File: src/rtl/glp_pkg.sv
// Shared types and constants for the grid local peak finder.
package glp_pkg;

  // Configuration port layout
  localparam int CFG_W     = 11;
  localparam int CFG_IDX_W = 1;

  // Width of the reported peak coordinates
  localparam int OUT_W = 10;

  typedef enum logic [CFG_IDX_W-1:0] {
    CFG_GRID_ROWS = 1'b0,
    CFG_GRID_COLS = 1'b1
  } cfg_reg_t;

  // Neighbor qualification and coordinates of the cell under test
  typedef struct packed {
    logic             judge;
    logic             has_above;
    logic             has_below;
    logic             has_left;
    logic             has_right;
    logic [OUT_W-1:0] row;
    logic [OUT_W-1:0] col;
  } judge_ctl_t;

endpackage

File: src/rtl/glp_judge.sv
// Neighbor comparison and the result register.
module glp_judge import glp_pkg::*; #(
  parameter int VALUE_WIDTH = 16
) (
  input  logic                          clk,
  input  logic                          rst,
  input  logic                          accept,
  input  logic signed [VALUE_WIDTH-1:0] sample_value,
  input  judge_ctl_t                    ctl,
  input  logic [2*VALUE_WIDTH-1:0]      cell_entry,
  input  logic [2*VALUE_WIDTH-1:0]      right_entry,
  output logic                          in_ready,
  output logic                          peak_valid,
  input  logic                          peak_ready,
  output logic [OUT_W-1:0]              peak_row,
  output logic [OUT_W-1:0]              peak_col
);

  logic signed [VALUE_WIDTH-1:0] center;
  logic signed [VALUE_WIDTH-1:0] above;
  logic signed [VALUE_WIDTH-1:0] right;
  logic signed [VALUE_WIDTH-1:0] left_q;
  logic                          is_peak;

  assign center = cell_entry[2*VALUE_WIDTH-1:VALUE_WIDTH];
  assign above  = cell_entry[VALUE_WIDTH-1:0];
  assign right  = right_entry[2*VALUE_WIDTH-1:VALUE_WIDTH];

  assign is_peak = ctl.judge
                && !(ctl.has_above && (center < above))
                && !(ctl.has_below && (center < sample_value))
                && !(ctl.has_left  && (center < left_q))
                && !(ctl.has_right && (center < right));

  // Take a beat when the result slot is empty or draining
  assign in_ready = !peak_valid || peak_ready;

  always_ff @(posedge clk) begin
    if (rst) begin
      peak_valid <= 1'b0;
    end else if (in_ready) begin
      peak_valid <= accept && is_peak;
    end
  end

  // Hold the cell just judged: it is the left neighbor of the next one
  always_ff @(posedge clk) begin
    if (accept) begin
      left_q <= center;
    end
    if (accept && is_peak) begin
      peak_row <= ctl.row;
      peak_col <= ctl.col;
    end
  end

endmodule

File: config.mk
export PLATFORM = sky130hd
export DESIGN_NAME = glp_judge
export DESIGN_NICKNAME = d
export VERILOG_FILES = /design/src/rtl/glp_pkg.sv /design/src/rtl/glp_judge.sv
export SDC_FILE = /design/constraint.sdc
export NUM_CORES = 1
export LEC_CHECK = 0
export BUFFER_PORTS_ARGS = -buffer_cell sky130_fd_sc_hd__buf_2
export CORE_UTILIZATION = 34
export DETAILED_ROUTE_END_ITERATION = 10
export SYNTH_ARGS = -nofsm -noshare
export SYNTH_HDL_FRONTEND = slang
export SYNTH_SLANG_ARGS = --single-unit
File: constraint.sdc
create_clock -name clk -period 3.4 [get_ports clk]
set_clock_uncertainty 0.2 [all_clocks]
set_input_delay 0.34 -clock clk [delete_from_list [all_inputs] [get_ports clk]]
set_output_delay 0.34 -clock clk [all_outputs]
set_load 0.03 [all_outputs]
==> results.yml <==
clock_tree:
  clock_tree.buffer_depth: 2
  htree_num_levels: 2
  cts_hold_buf: 0
  clk_latency_ns: 0.30
  quantity_of_gates_resized_following_cts: 0
  numClockSinks: 37
  number_of_buffers_inserted_during_clock_tree_synthesis: 5
  cts_tree: "done"
  clk_transition_reported_paths_ns: 0.07
  root_buffer: "clkbuf_8"
  number_of_post_cts_setup_repair_buffers: 0
worst_setup_path:
  crit_buf_inv: 3
  critical_path_arrival_ns: 2.36
  crit_path_cell_trace: "buf_2, ha_1, a21oi_1, a31oi_1, a2111oi_0, buf_4, o22ai_1, mux2i_1, nor3_2, buf_12"
  critical_path_required_ns: 3.20
  worstReg2RegStart: "left_q[5]"
  critPathMaxFanout: 20
  setup.reg_to_reg.worst_slack_ns: 0.89
  setup.worst_path.end_class: "register"
  criticalPathCategory: "input pin to register"
  critPathMaxStageDelay_ns: 0.38
  startpoint_type: "input pin"
  critical_path.slowest_cell: "a2111oi_0"
  critical_path.reg2reg.endpoint: "peak_col[0]"
  critical_path.top_delay_family: "compound AO/OA/AOI/OAI gates"
  ff2ff_path_depth: 9
die:
  initial_utilization: 0.352
  fp.dieArea_sq_um: 8370
  rows: 32
  fp.dieW_um: 91.5
  die_height_um: 91.5
  io-pin-count: 131
  coreArea_sq_um: 7730
route:
  wl_per_cell_um: 13.3
  count_of_antenna_violating_nets_left_after_detailed_routing: 0
  wirelength_um: 6410
  via_count: 2282
  drt-vias-per-instance: 4.72
  drt_pre_antenna_iters: 4
  dr.first_iter.drc_count: 56
  drc: 0
status:
  outcome: "finished clean"
synthesis:
  yosys.area.top_type: "edfxtp_1"
  netlist_instances: 257
  main_area_contributors_after_synthesis: "edfxtp_1, ha_1, inv_1"
  synth_top_flop_cell: "edfxtp_1"
  synth_enable_flop_cells: 36
  yosys_warnings: 0
  net_count_synth: 426
  synth_seq_cells: 37
  netlist_area_sq_um: 2720
  synth.avg_cell_area_sq_um: 10.6
  synthDistinctLibCells: 34
  commonest_cells_post_synth: "inv_1, ha_1, edfxtp_1"
  synth_largest_type_area_fraction: 0.397
  share_of_synthesized_area_occupied_by_flip_flops_and_latches: 0.404
  yosysMostFrequentCell: "inv_1"
  synth-async-reset-ratio: 0
timing:
  maxSlewHeadroom: 0.712
  unrepaired_setup_endpoints_after_global_routing: "false"
  final.period_utilization: 0.751
  setup_slack_ns: 0.847
  maxSlewViolCount: 0
  setup_total_negative_slack_ns: 0
  worstMarginPinSlew_ns: 0.431
  maxClockFrequency_mhz: 392
  layout_min_cycle_time_ns: 2.55
  timing.final.hold_violations: 0
  finalSetupViolCount: 0
global_routing:
  first_global_vias: 2191
  grt-ovfl-total: 0
  antenna_found_initial: 0
  globalRouteTotalUtil: 0.159
  grt_first_pass_wirelength_um: 10200
  pin_count_of_the_biggest_net_entering_global_routing: 21
place:
  detailed_place_hpwl_um: 5380
  port-buffer-count: 114
  gp_congestion: 0.787
  pre_cts_worst_setup_slack_ns: 0.566
power_and_ir_drop:
  cellPowerDensity_nw_per_um2: 345
  p_leak_uw: 0.00187
  vdd_ir_drop_max_mv: 0.172
  p_total_uw: 1230
final_layout:
  nets: 549
  insertedDiodeCount: 0
  fraction_of_final_layout_cells_with_drive_strength_greater_than_1: 0.344
  area_delta_synth_final_pct: 30.9
  fill_cells: 738
worst_hold_path:
  worst_hold_path.endpoint: "peak_col[2]"
  hold_removal_path_class: "input pin to register"
  holdCritStartpoint: "ctl[2]"
  worst_hold_stages: 1
run:
  max_cap_violations: 0
==> cells in the final DEF (no fill, tap or decap), drive strengths merged, types with 3 or more instances in the layout <==
cell / n
clkbuf: 5
nor2: 10
a21oi: 11
nand2b: 6
nor3: 3
a211oi: 5
nand4: 9
edfxtp: 36
inv: 62
a2111oi: 4
ha: 60
buf: 116
o21ai: 7
nand3: 4
a21o: 7
nand2: 8
==> flip-flops by register name, indices dropped and copies added (netlist names) <==
name	count
peak_col	10
left_q	16
peak_valid	1
peak_row	10
==> worst max path at each step <==
stage,from,end,depth (start not counted)
3_5_place_dp,cell_entry[23],peak_col[4],10
5_1_grt,left_q[5],peak_row[1],9
3_3_place_gp,cell_entry[23],peak_row[3],10
4_1_cts,cell_entry[23],peak_col[0],10
2_1_floorplan,sample_value[6],peak_col[0],8
6_report,cell_entry[23],peak_col[0],10
==> layout make-up <==
| class | instances | area [sq um] | area share |
|---|---|---|---|
| multi-input combinational | 158 | 1390 | 0.391 |
| sequential | 37 | 1100 | 0.309 |
| timing repair buffer | 116 | 598 | 0.168 |
| inverter | 62 | 233 | 0.0653 |
| tap | 102 | 128 | 0.0358 |
| clock buffer | 5 | 68.8 | 0.0193 |
| clock inverter | 3 | 41.3 | 0.0116 |
==> worst reg2reg max path, stage by stage, from the launching register on <==
cell and delay [ns]:
edfxtp_1 0.37, inv_1 0.06, ha_1 0.24, a21o_1 0.19
a21o_1 0.17, a221oi_1 0.39, o2111ai_1 0.17, o22ai_2 0.22
nor3_2 0.09, buf_12 0.17
==> layer usage <==
layer,share of wire,GRT usage,vias up,wire (um)
li1,-,-,1171,-
met1,0.43,0.193,1040,2740
met2,0.50,0.278,64,3230
met3,0.057,0.0352,7,362
met4,0.011,0.0503,0,72
met5,0,0,-,0
==> per-stage QoR <==
| stage | instances | cell area (sq um) | utilization | hold slack [ns] |
|---|---|---|---|---|
| global route | 483 | 3560 | 0.461 | 0.00677 |
| floorplan | 257 | 2730 | - | 0.239 |
| global placement | 475 | 3450 | 0.447 | 0.317 |
| finish | 483 | 3560 | 0.461 | 0.0179 |
| CTS | 483 | 3560 | 0.461 | 0.00843 |
| detailed placement | 475 | 3450 | 0.447 | 0.318 |
==> cells by family after synthesis <==
kind of cell | after synthesis | share of synthesized area
multiplexers | 2 | 0.00735
flip-flops | 37 | 0.404
AND/OR/NAND/NOR | 46 | 0.0887
adder cells (fa/ha/maj) | 60 | 0.276
buffers and inverters | 62 | 0.0855
AO/OA/AOI/OAI | 50 | 0.138
==> power by group <==
part	switching [uW]	internal (uW)	total, uW
Sequential	6.11	535	541
Combinational	174	136	310
Clock	162	216	377
Total	341	887	1230
Power figures use the tool's default switching activity.
