File: src/rtl/glp_pkg.sv
// Shared types and constants for the grid local peak finder.
package glp_pkg;

  // Configuration port layout
  localparam int CFG_W     = 11;
  localparam int CFG_IDX_W = 1;

  // Width of the reported peak coordinates
  localparam int OUT_W = 10;

  typedef enum logic [CFG_IDX_W-1:0] {
    CFG_GRID_ROWS = 1'b0,
    CFG_GRID_COLS = 1'b1
  } cfg_reg_t;

  // Neighbor qualification and coordinates of the cell under test
  typedef struct packed {
    logic             judge;
    logic             has_above;
    logic             has_below;
    logic             has_left;
    logic             has_right;
    logic [OUT_W-1:0] row;
    logic [OUT_W-1:0] col;
  } judge_ctl_t;

endpackage

File: src/rtl/glp_scan.sv
// Frame position tracking, dimension registers and line store addressing.
module glp_scan import glp_pkg::*; #(
  parameter int MAX_ROWS = 1024,
  parameter int MAX_COLS = 1024,
  parameter int AW       = 10
) (
  input  logic                 clk,
  input  logic                 rst,
  input  logic                 cfg_we,
  input  logic [CFG_IDX_W-1:0] cfg_idx,
  input  logic [CFG_W-1:0]     cfg_data,
  input  logic                 accept,
  output judge_ctl_t           ctl,
  output logic [AW-1:0]        wr_addr,
  output logic [AW-1:0]        rd_addr_cur,
  output logic [AW-1:0]        rd_addr_right
);

  localparam int RW  = $clog2(MAX_ROWS + 1);
  localparam int CCW = $clog2(MAX_COLS + 1);

  logic [RW-1:0]  rows_q;
  logic [RW-1:0]  rows_next;
  logic [CCW-1:0] cols_q;
  logic [CCW-1:0] cols_next;
  logic [RW-1:0]  row_pos;
  logic [RW-1:0]  row_pos_next;
  logic [AW-1:0]  col_pos;
  logic [AW-1:0]  col_pos_next;

  logic           in_frame;
  logic [RW-1:0]  r_cur;
  logic [AW-1:0]  c_cur;
  logic [CCW-1:0] c_inc;
  logic           has_right;
  logic [RW-1:0]  r_adv;
  logic [AW-1:0]  c_adv;
  logic           look_in_frame;
  logic [AW-1:0]  c_look;

  function automatic logic [RW-1:0] clamp_rows(input logic [CFG_W-1:0] v);
    logic [RW-1:0] res;
    priority if (v == '0) res = RW'(1);
    else if (int'(v) > MAX_ROWS) res = RW'(MAX_ROWS);
    else res = RW'(v);
    return res;
  endfunction

  function automatic logic [CCW-1:0] clamp_cols(input logic [CFG_W-1:0] v);
    logic [CCW-1:0] res;
    priority if (v == '0) res = CCW'(1);
    else if (int'(v) > MAX_COLS) res = CCW'(MAX_COLS);
    else res = CCW'(v);
    return res;
  endfunction

  // Dimension registers hold the clamped values
  always_comb begin
    rows_next = rows_q;
    cols_next = cols_q;
    if (cfg_we) begin
      unique case (cfg_reg_t'(cfg_idx))
        CFG_GRID_ROWS: rows_next = clamp_rows(cfg_data);
        CFG_GRID_COLS: cols_next = clamp_cols(cfg_data);
        default:       rows_next = rows_q;
      endcase
    end
  end

  // Restart at the origin when the stored position fell outside the frame
  assign in_frame = (row_pos <= rows_q) && (CCW'(col_pos) < cols_q);
  assign r_cur    = in_frame ? row_pos : '0;
  assign c_cur    = in_frame ? col_pos : '0;

  assign c_inc     = CCW'(c_cur) + CCW'(1);
  assign has_right = c_inc < cols_q;
  assign c_adv     = has_right ? c_inc[AW-1:0] : '0;
  assign r_adv     = has_right ? r_cur : ((r_cur < rows_q) ? r_cur + RW'(1) : '0);

  assign row_pos_next = accept ? r_adv : row_pos;
  assign col_pos_next = accept ? c_adv : col_pos;

  // Look ahead: address the column the next beat will land on
  assign look_in_frame = (row_pos_next <= rows_next) && (CCW'(col_pos_next) < cols_next);
  assign c_look        = look_in_frame ? col_pos_next : '0;
  assign rd_addr_cur   = c_look;
  assign rd_addr_right = c_look + AW'(1);
  assign wr_addr       = c_cur;

  always_comb begin
    logic [31:0] row_w;
    logic [31:0] col_w;
    row_w         = 32'(r_cur) - 32'd1;
    col_w         = 32'(c_cur);
    ctl.judge     = (r_cur != '0);
    ctl.has_above = (r_cur >= RW'(2));
    ctl.has_below = (r_cur < rows_q);
    ctl.has_left  = (c_cur != '0);
    ctl.has_right = has_right;
    ctl.row       = row_w[OUT_W-1:0];
    ctl.col       = col_w[OUT_W-1:0];
  end

  always_ff @(posedge clk) begin
    if (rst) begin
      rows_q  <= RW'(1);
      cols_q  <= CCW'(1);
      row_pos <= '0;
      col_pos <= '0;
    end else begin
      rows_q  <= rows_next;
      cols_q  <= cols_next;
      row_pos <= row_pos_next;
      col_pos <= col_pos_next;
    end
  end

endmodule

File: config.mk
export PLATFORM = sky130hd
export DESIGN_NAME = glp_scan
export DESIGN_NICKNAME = d
export VERILOG_FILES = /design/src/rtl/glp_pkg.sv /design/src/rtl/glp_scan.sv
export SDC_FILE = /design/constraint.sdc
export NUM_CORES = 1
export LEC_CHECK = 0
export BUFFER_PORTS_ARGS = -buffer_cell sky130_fd_sc_hd__buf_2
export CORE_UTILIZATION = 30
export CTS_CLUSTER_DIAMETER = 40
export DETAILED_ROUTE_END_ITERATION = 8
export SLEW_MARGIN = 20
export SYNTH_ARGS = -nofsm -noshare
export SYNTH_HDL_FRONTEND = slang
export SYNTH_SLANG_ARGS = --single-unit
File: constraint.sdc
create_clock -name clk -period 21.9 [get_ports clk]
set_clock_uncertainty 0.15 [all_clocks]
set_input_delay 1.095 -clock clk [delete_from_list [all_inputs] [get_ports clk]]
set_output_delay 1.095 -clock clk [all_outputs]
set_load 0.01 [all_outputs]
==> metrics.cfg, run 1 <==
[grt]
grt_pass1_vias=3736
gr-total-overflow=0
grtUsageTotal=0.1747
grt_max_degree=44
antenna_found_initial=0
grt_first_pass_wirelength_mm=20.61

[flow_run]
maxCapViolations=0

[finish]
nets=718
multi_input_area_sq_um=3203
final_cell_mix=78 x nor2_1, 70 x buf_2, 67 x ha_1
area_delta_synth_final_pct=12.55
seq_area_sq_um=860.8
final_common_cell=nor2_1
fin_util=0.3440
drive_gt1_frac=0.1588
diodes=0
fill_cells=1522

[timing]
rsz0062_at_grt=no
slew_viol_final=0
period_needed_ps=10610
setup_viol=0
fin_ws_ps=11290
relSlewSlack=0.4349
fin_crit_sh=0.4845
tightest_slew_ps=847.6
hold_violations=0
max_freq_ghz=0.09424
finalSetupTns_ps=0

[cts]
root_buffer=clkbuf_16
postCtsSetupBuffers=0
clk_pin_slew_ps=70
cts_tree=yes
cts_buffers=5
h-tree-depth=2
cts.repair.resized=0
cts-hold-fix-buffers=0
cts_buffer_depth=2
cts_num_sinks=43
clk_latency_ps=290

[logic_synthesis]
ys_seq_area_frac=0.1945
synth_nets=674
netlist_area_sq_um=4425
yosysWarnings=0
ys_seq_elements=43
avgSynthCellArea_sq_um=7.488
synth-edff-count=0
yosys_most_used_dff=dfxtp_1
synth_cell_types=58
synthCells=591
async_reset_ff_frac=0

[routing]
drc_errors=0
vias_per_cell=5.241
drt_iter0_markers=321
wl_mm=12.95
final_antenna_net_count=0
first_pass_iters=5
wire_per_inst_microns=15.80
vias=4298

[setup_path]
startpoint_type=flip-flop
path_common_cell=ha_1
critPathTopFamily=compound AO/OA/AOI/OAI gates
worst-path-buf-inv=2
cpMaxStageDelayCell=o221a_2
critPathArrivalTime_ps=9370
cp-end-kind=output port
critical_path_required_ps=20660
worst-path-max-fanout=36
critPathKind=flip-flop to output port
max_stage_delay_ps=720

[power_and_ir_drop]
static-leakage-power_nw=2.458
power_density_nw_per_um2=51.42
ir_drop_v=0.00002702

[die]
num_io_pins=71
dieArea_sq_um=15240
die-height_microns=123.5
coreArea_sq_um=14480
start_util=0.3057
dieWidth_microns=123.5
rows=44

[placement]
dp_hpwl_mm=10.31
dp_slack_ps=11730
io_buffers=70
gp_congestion=0.8980

[worst_hold_path]
hold_path_class=flip-flop to flip-flop

[run_status]
status=completed

stage by stage:
stage | cell area (sq um) | instances | total power, mW | hold slack (ps)
after floorplan | 4425 | 591 | 0.1570 | 324.4
after global placement | 4836 | 812 | 0.1827 | 354.0
final | 4981 | 820 | 0.2561 | 370.8
after detailed placement | 4836 | 812 | 0.1823 | 358.2
after global routing | 4981 | 820 | 0.2739 | 402.7
after CTS | 4981 | 820 | 0.2571 | 373.1
cells by family (layout without fill, tap and decap cells):
logic type               count (synthesis)  count (layout)  share of synthesized area
AO/OA/AOI/OAI                          121             121                     0.1928
XOR/XNOR                                19              19                    0.03760
adder cells (fa/ha/maj)                 67              67                     0.1894
buffers and inverters                   82             127                    0.08171
flip-flops                              43              43                     0.1945
multiplexers                            11              11                    0.02516
AND/OR/NAND/NOR                        248             248                     0.2788
cell type report:
cell class | count | area share
timing repair buffer | 72 | 0.07335
clock inverter | 3 | 0.004019
sequential | 43 | 0.1728
tap | 184 | 0.04622
clock buffer | 5 | 0.02512
inverter | 47 | 0.03542
multi-input combinational | 466 | 0.6431
flip-flops by register name, summed over array words and instances, names as in the netlist:
register,flops
col_pos,10
cols_q,11
row_pos,11
rows_q,11
per-layer routing:
layer  part of all wire  up-vias  track usage
met5                  0        -            0
met3              0.055       12      0.01384
met4             0.0097        0      0.03012
met2               0.40      121       0.2524
li1                   -     2161            -
met1               0.53     2004       0.2781
worst register-to-register path: stages (launching register included):
cell	delay [ps]
dfxtp_1	450
ha_1	310
a211oi_2	220
nor2_1	100
a2111oi_4	330
o221a_2	720
nand2_1	200
inv_1	140
ha_1	270
nand3_1	190
nor2_1	300
nand3_1	180
xor2_1	180
nor2_1	60
ha_1	320
and4_1	270
o211a_1	210
a211oi_2	70
nor2_1	400
nand4_1	320
nor3_1	250
or3b_1	390
a21oi_1	150
cell usage after synthesis (all sizes together) (2+ instances only):
cell | n | area share
a2111oi | 3 | 0.010
a211o | 2 | 0.0040
a211oi | 6 | 0.014
a21o | 12 | 0.020
a21oi | 35 | 0.040
a22o | 3 | 0.0059
a22oi | 4 | 0.0079
a31oi | 6 | 0.0099
and2 | 14 | 0.020
and3 | 5 | 0.0071
and4 | 4 | 0.0079
buf | 19 | 0.028
clkbuf | 16 | 0.014
dfxtp | 43 | 0.19
ha | 67 | 0.19
inv | 47 | 0.040
mux2i | 10 | 0.023
nand2 | 45 | 0.038
nand2b | 2 | 0.0028
nand3 | 20 | 0.023
nand4 | 12 | 0.017
nand4b | 2 | 0.0040
nor2 | 78 | 0.066
nor2b | 19 | 0.027
nor3 | 20 | 0.023
nor3b | 3 | 0.0051
nor4 | 13 | 0.021
o211a | 2 | 0.0045
o211ai | 4 | 0.0068
o21a | 7 | 0.012
o21ai | 24 | 0.027
o2bb2ai | 2 | 0.0040
o31a | 3 | 0.0062
o31ai | 3 | 0.0062
or2 | 4 | 0.0057
or3 | 5 | 0.0082
xnor2 | 15 | 0.030
xor2 | 4 | 0.0079
where the power goes:
part	leakage [nW]	switching [mW]	total [mW]	internal, mW
combinational	2.04	0.0631	0.0978	0.0347
sequential	0.349	0.00264	0.0832	0.0805
clock	0.0658	0.0330	0.0751	0.0421
worst paths after layout:
| kind | slack (ps) | end | startpoint | cells after the start |
|---|---|---|---|---|
| hold reg to reg | 370 | cols_q[9] | cols_q[9] | 2 |
| setup / recovery | 11290 | rd_addr_right[6] | row_pos[8] | 33 |
| setup reg to reg | 15650 | row_pos[10] | row_pos[8] | 22 |
| hold / removal | 370 | cols_q[9] | cols_q[9] | 2 |
(Power assumes the default switching activity.)
==> inputs of run 2 (changes only) <==
==> constraint.sdc (replaced) <==
create_clock -name clk -period 9.05 [get_ports clk]
set_clock_uncertainty 0.15 [all_clocks]
set_input_delay 0.4525 -clock clk [delete_from_list [all_inputs] [get_ports clk]]
set_output_delay 0.4525 -clock clk [all_outputs]
set_load 0.01 [all_outputs]
==> run 2 against run 1 <==
Clock-buffer cell count increased by 1. Worst setup slack worse by 11000 ps. Die area stayed put. Non-clock buffer count is 10 higher. Critical path depth grew 4. Wire length shrank 1.5%. Total power up 150%. Via count grew 0.72%. Final cell count up 1.2%. Global-route usage down 0.48 points. Utilization rose by 0.89 points. Critical path type unchanged. Critical endpoint unchanged. Largest cell class unchanged. Highest routed layer unchanged.
==> metrics.cfg, run 2 (same netlist as run 1, synthesis figures left out) <==
[timing]
period_needed_ps=8541
max_freq_ghz=0.1171
tightest_slew_ps=789.7  ; was 847.6 ps
slew_viol_final=0  ; unchanged
finalSetupTns_ps=0  ; unchanged
hold_violations=0  ; unchanged
fin_crit_sh=0.9437
relSlewSlack=0.4735  ; was 0.4349
setup_viol=0  ; unchanged

[setup_path]
reg2reg_from=rows_q[6]  ; was row_pos[8]
r2r_setup_slack_ps=3770  ; was 15650 ps
r2r_end=col_pos[6]  ; was row_pos[10]
worst-path-buf-inv=3  ; was 2
critPathArrivalTime_ps=7940  ; was 9370 ps
startpoint=rows_q[6]  ; was row_pos[8]
cp.depth=37  ; was 33
startpoint_type=flip-flop  ; unchanged
worstRegToRegCells=23  ; was 22
critical_path_required_ps=8450  ; was 20660 ps
cpMaxStageDelayCell=a2111oi_4  ; was o221a_2
cp-endpoint=rd_addr_right[6]  ; unchanged
critPathTopFamily=compound AO/OA/AOI/OAI gates  ; unchanged
cp-end-kind=output port  ; unchanged
max_stage_delay_ps=430  ; was 720 ps
critPathKind=flip-flop to output port  ; unchanged
worst-path-max-fanout=15  ; was 36

[power_and_ir_drop]
static-leakage-power_nw=2.514  ; was 2.458 nW
power_density_nw_per_um2=123.6  ; was 51.42 nW/um^2
ir_drop_v=0.00006978  ; was 0.00002702 V

[finish]
nets=728  ; was 718
area_delta_synth_final_pct=15.47  ; was 12.55%
diodes=0  ; unchanged
stdcell_area_sq_um=5110  ; was 4981 sq um
final_cell_mix=77 x nor2_1, 70 x buf_2, 66 x ha_1  ; was 78 x nor2_1, 70 x buf_2, 67 x ha_1
final_common_cell=nor2_1  ; unchanged
reg.largest.list=cols_q: 11 flops, row_pos: 11 flops, rows_q: 11 flops  ; unchanged
fin_util=0.3529  ; was 0.3440
drive_gt1_frac=0.1858  ; was 0.1588

[routing]
drt_iter0_markers=341  ; was 321
wl_mm=12.76  ; was 12.95 mm
routed.top_layer=met4  ; unchanged
vias=4329  ; was 4298
drc_errors=0  ; unchanged
wl_met1_mm=6.847  ; was 6.868 mm
first_pass_iters=5  ; unchanged
final_antenna_net_count=0  ; unchanged
wire_per_inst_microns=15.38  ; was 15.80 microns
dr_wl_met3_microns=525  ; was 714 microns
wl_met2_mm=5.290  ; was 5.244 mm
vias_per_cell=5.216  ; was 5.241

[die]
rows=44  ; unchanged
die-height_microns=123.5  ; unchanged
start_util=0.3057  ; unchanged
coreArea_sq_um=14480  ; unchanged
dieWidth_microns=123.5  ; unchanged
num_io_pins=71  ; unchanged
dieArea_sq_um=15240  ; unchanged

[cts]
cts_num_sinks=43  ; unchanged
cts_buffer_depth=2  ; unchanged
h-tree-depth=2  ; unchanged
clk_latency_ps=290  ; about the same
root_buffer=clkbuf_16  ; unchanged
cts-hold-fix-buffers=0  ; unchanged
cts_tree=yes  ; unchanged
cts_buffers=5  ; unchanged
clk_pin_slew_ps=60  ; was 70 ps

[worst_hold_path]
hold_path_class=input pin to flip-flop  ; was flip-flop to flip-flop

[flow_run]
maxCapViolations=0  ; unchanged

[placement]
io_buffers=70  ; unchanged
place_area_sq_um=4888  ; was 4836 sq um
gp_congestion=0.9471  ; was 0.8980
dp_hpwl_mm=10.42  ; was 10.31 mm

[run_status]
status=completed  ; unchanged

[grt]
grt_first_pass_wirelength_mm=20.07  ; was 20.61 mm
gr-total-overflow=0  ; unchanged
grtUsageTotal=0.1700  ; was 0.1747
grt_max_degree=44  ; unchanged
grt_pass1_vias=3805  ; was 3736
antenna_found_initial=0  ; unchanged

==> run 2: stage by stage <==
| stage | instances | hold WS [ps] | power [mW] | setup slack (ps) |
|---|---|---|---|---|
| detailed placement | 819 | 369.2 | 0.4425 | 139.2 |
| finish | 830 | 351.3 | 0.6315 | 509.2 |
| global route | 830 | 394.1 | 0.6722 | -5.018 |
| CTS | 827 | 353.4 | 0.6205 | 79.63 |
| floorplan | 591 | 324.4 | 0.3800 | 183.5 |
| global placement | 819 | 354.6 | 0.4431 | 322.0 |
==> run 2: layer usage <==
| layer | up-vias | track usage |
|---|---|---|
| met5 | - | 0 |
| met1 | 2015 | 0.2656 |
| met3 | 8 | 0.01199 |
| met4 | 0 | 0.03163 |
| li1 | 2190 | - |
| met2 | 116 | 0.2514 |
==> run 2: worst reg2reg max path, delay by kind of cell, from the launching register on <==
family / cells / cell delay, ps
compound gates: 7 / 1660
simple gates: 9 / 1580
fa+ha+maj: 3 / 900
buf+inv: 3 / 420
flops: 1 / 310
xor+xnor: 1 / 170
==> run 2: worst min path at each step <==
stage,startpoint,end,slack (ps),depth (start not counted)
floorplan,row_pos[10],row_pos[10],320,2
finish,cfg_data[3],rows_q[3],350,3
CTS,cfg_data[3],rows_q[3],350,3
global placement,cols_q[5],cols_q[5],350,2
global route,cfg_data[3],rows_q[3],390,3
detailed placement,cols_q[2],cols_q[2],370,2
==> run 2: repair_timing <==
item	in CTS	in global routing
gates resized for setup	2	13
endpoints found under the hold margin	0	0
buffers inserted	0	3
pin swaps	0	4
endpoints found under the setup margin	3	5
==> run 2: layout make-up <==
| class | count | area, sq um |
|---|---|---|
| well taps | 184 | 230.2 |
| repair buffers | 82 | 440.4 |
| fillers | 1534 | 9369 |
| clock buffers | 6 | 128.9 |
| multi-input cells | 466 | 3259 |
| clock inverters | 2 | 12.51 |
| flip-flops and latches | 43 | 862.1 |
| inverters | 47 | 176.4 |
==> run 2: power breakdown <==
group	switching, mW	internal, mW
logic	0.159	0.0969
registers	0.00586	0.195
clock network	0.0734	0.102
total	0.238	0.394
==> inputs of run 3 (changes only) <==
==> constraint.sdc (replaced) <==
create_clock -name clk -period 8.56 [get_ports clk]
set_clock_uncertainty 0.15 [all_clocks]
set_input_delay 0.428 -clock clk [delete_from_list [all_inputs] [get_ports clk]]
set_output_delay 0.428 -clock clk [all_outputs]
set_load 0.01 [all_outputs]
==> run 3 against run 2 <==
Combinational power grew 11%. Utilization grew 0.75 points. Sequential share of layout area shrank 0.28 points. Worst hold slack lost 11 ps. Clock power grew 28%. Final area grew 2.1%. Register-to-register slack lost 270 ps. Critical path depth shrank 1. Sequential power grew 5%. Non-clock buffer count grew 3. Via count grew 1.1%. Critical path type unchanged. Critical endpoint unchanged. Largest power group unchanged.
==> metrics.cfg, run 3 (same netlist as run 1, synthesis figures left out) <==
[run_status]
status=completed  ; unchanged

[power_and_ir_drop]
power_density_nw_per_um2=137.8  ; was 123.6 nW/um^2
ir_drop_v=0.00006263  ; was 0.00006978 V
static-leakage-power_nw=2.557  ; was 2.514 nW

[finish]
drive_gt1_frac=0.2126  ; was 0.1858
final_cell_mix=75 x nor2_1, 70 x buf_2, 64 x ha_1  ; was 77 x nor2_1, 70 x buf_2, 66 x ha_1
diodes=0  ; unchanged
multi_input_area_sq_um=3309  ; was 3259 sq um
reg.largest.list=cols_q: 11 flops, row_pos: 11 flops, rows_q: 11 flops  ; unchanged
nets=731  ; was 728
seq_area_sq_um=865.8  ; was 862.1 sq um
fill_cells=1558  ; was 1534
stdcell_area_sq_um=5219  ; was 5110 sq um
area_delta_synth_final_pct=17.92  ; was 15.47%
final_common_cell=nor2_1  ; unchanged

[cts]
cts_num_sinks=43  ; unchanged
cts_buffer_depth=2  ; unchanged
cts_tree=yes  ; unchanged
cts_buffers=5  ; unchanged
clk_pin_slew_ps=60  ; about the same
h-tree-depth=2  ; unchanged
root_buffer=clkbuf_16  ; unchanged
clk_latency_ps=290  ; about the same
cts-hold-fix-buffers=0  ; unchanged

[setup_path]
r2r_setup_slack_ps=3500  ; was 3770 ps
cp.depth=36  ; was 37
max_stage_delay_ps=420  ; was 430 ps
critPathKind=flip-flop to output port  ; unchanged
startpoint=rows_q[4]  ; was rows_q[6]
cpMaxStageDelayCell=or3_1  ; was a2111oi_4
critical_path_required_ps=7980  ; was 8450 ps
reg2reg_from=rows_q[4]  ; was rows_q[6]
cp-end-kind=output port  ; unchanged
worst-path-max-fanout=12  ; was 15
critPathTopFamily=compound AO/OA/AOI/OAI gates  ; unchanged
worstRegToRegCells=23  ; unchanged
startpoint_type=flip-flop  ; unchanged
path_common_cell=ha_1
r2r_end=col_pos[7]  ; was col_pos[6]
worst-path-buf-inv=3  ; unchanged
critPathArrivalTime_ps=7520  ; was 7940 ps

[grt]
grtUsageTotal=0.1761  ; was 0.1700
grt_pass1_vias=3939  ; was 3805
gr-total-overflow=0  ; unchanged
antenna_found_initial=0  ; unchanged
grt_max_degree=44  ; unchanged
grt_first_pass_wirelength_mm=20.55  ; was 20.07 mm

[die]
rows=44  ; unchanged
start_util=0.3057  ; unchanged
dieWidth_microns=123.5  ; unchanged
die-height_microns=123.5  ; unchanged
num_io_pins=71  ; unchanged
coreArea_sq_um=14480  ; unchanged
dieArea_sq_um=15240  ; unchanged

[placement]
dp_hpwl_mm=10.60  ; was 10.42 mm
io_buffers=70  ; unchanged
dp_slack_ps=338.8  ; was 139.2 ps
gp_congestion=0.9120  ; was 0.9471
place_area_sq_um=4928  ; was 4888 sq um

[worst_hold_path]
min_to=rows_q[9]  ; was rows_q[3]
hp-start=cfg_data[9]  ; was cfg_data[3]
hold_path_class=input pin to flip-flop  ; unchanged
whs_path_depth=3  ; unchanged

[routing]
drt_iter0_markers=363  ; was 341
vias_per_cell=5.252  ; was 5.216
vias=4375  ; was 4329
drc_errors=0  ; unchanged
final_antenna_net_count=0  ; unchanged
wire_per_inst_microns=15.87  ; was 15.38 microns
first_pass_iters=5  ; unchanged
wl_mm=13.22  ; was 12.76 mm

[timing]
tightest_slew_ps=873.3  ; was 789.7 ps
fin_crit_sh=0.9466
relSlewSlack=0.4178  ; was 0.4735
fin_ws_ps=457.5  ; was 509.2 ps
period_needed_ps=8103
setup_viol=0  ; unchanged
slew_viol_final=0  ; unchanged
hold_violations=0  ; unchanged
hold_ws_ps=340.4  ; was 351.3 ps
finalSetupTns_ps=0  ; unchanged
max_freq_ghz=0.1234

[flow_run]
maxCapViolations=0  ; unchanged

run 3: worst max path at each step:
stage	to	slack [ps]
2_1_floorplan	rd_addr_right[6]	0.9
3_3_place_gp	rd_addr_right[6]	530
3_5_place_dp	rd_addr_right[6]	340
4_1_cts	rd_addr_right[6]	60
5_1_grt	rd_addr_right[6]	-20
6_report	rd_addr_right[6]	460
run 3: area by class of cell:
class	instances	area share
Timing Repair Buffer	85	0.08871
Inverter	47	0.03380
Tap cell	184	0.04411
Sequential cell	43	0.1659
Clock inverter	2	0.006713
Clock buffer	6	0.02661
Multi-Input combinational cell	466	0.6341
run 3: per-stage QoR:
step           utilization  power, mW  instances
2_1_floorplan            -     0.4050        591
3_3_place_gp        0.3404     0.4800        821
3_5_place_dp        0.3404     0.4798        821
4_1_cts             0.3526     0.7072        829
5_1_grt             0.3604     0.7663        833
6_report            0.3604     0.7194        833
run 3: power breakdown:
part           internal [mW]  switching, mW
Clock                  0.145         0.0788
Combinational          0.111          0.172
Sequential             0.206        0.00603
run 3: tightest hold or removal path: cells and delay by family:
family | cells | cell delay (ps)
AO/OA/AOI/OAI | 1 | 110
buffers and inverters | 1 | 130
AND/OR/NAND/NOR | 1 | 70
run 3: per-layer routing:
layer | GRT usage | up-vias | wire [microns]
met3 | 0.01568 | 11 | 827
met1 | 0.2639 | 2026 | 6549
li1 | - | 2191 | -
met4 | 0.05120 | 0 | 165
met2 | 0.2636 | 147 | 5678
met5 | 0 | - | 0
run 3: timing repair:
| action | 4_1_cts | 5_1_grt |
|---|---|---|
| gates resized for setup | 2 | 24 |
| setup buffers | 0 | 4 |
| pin swaps | 0 | 7 |
| endpoints found under the setup margin | 1 | 8 |
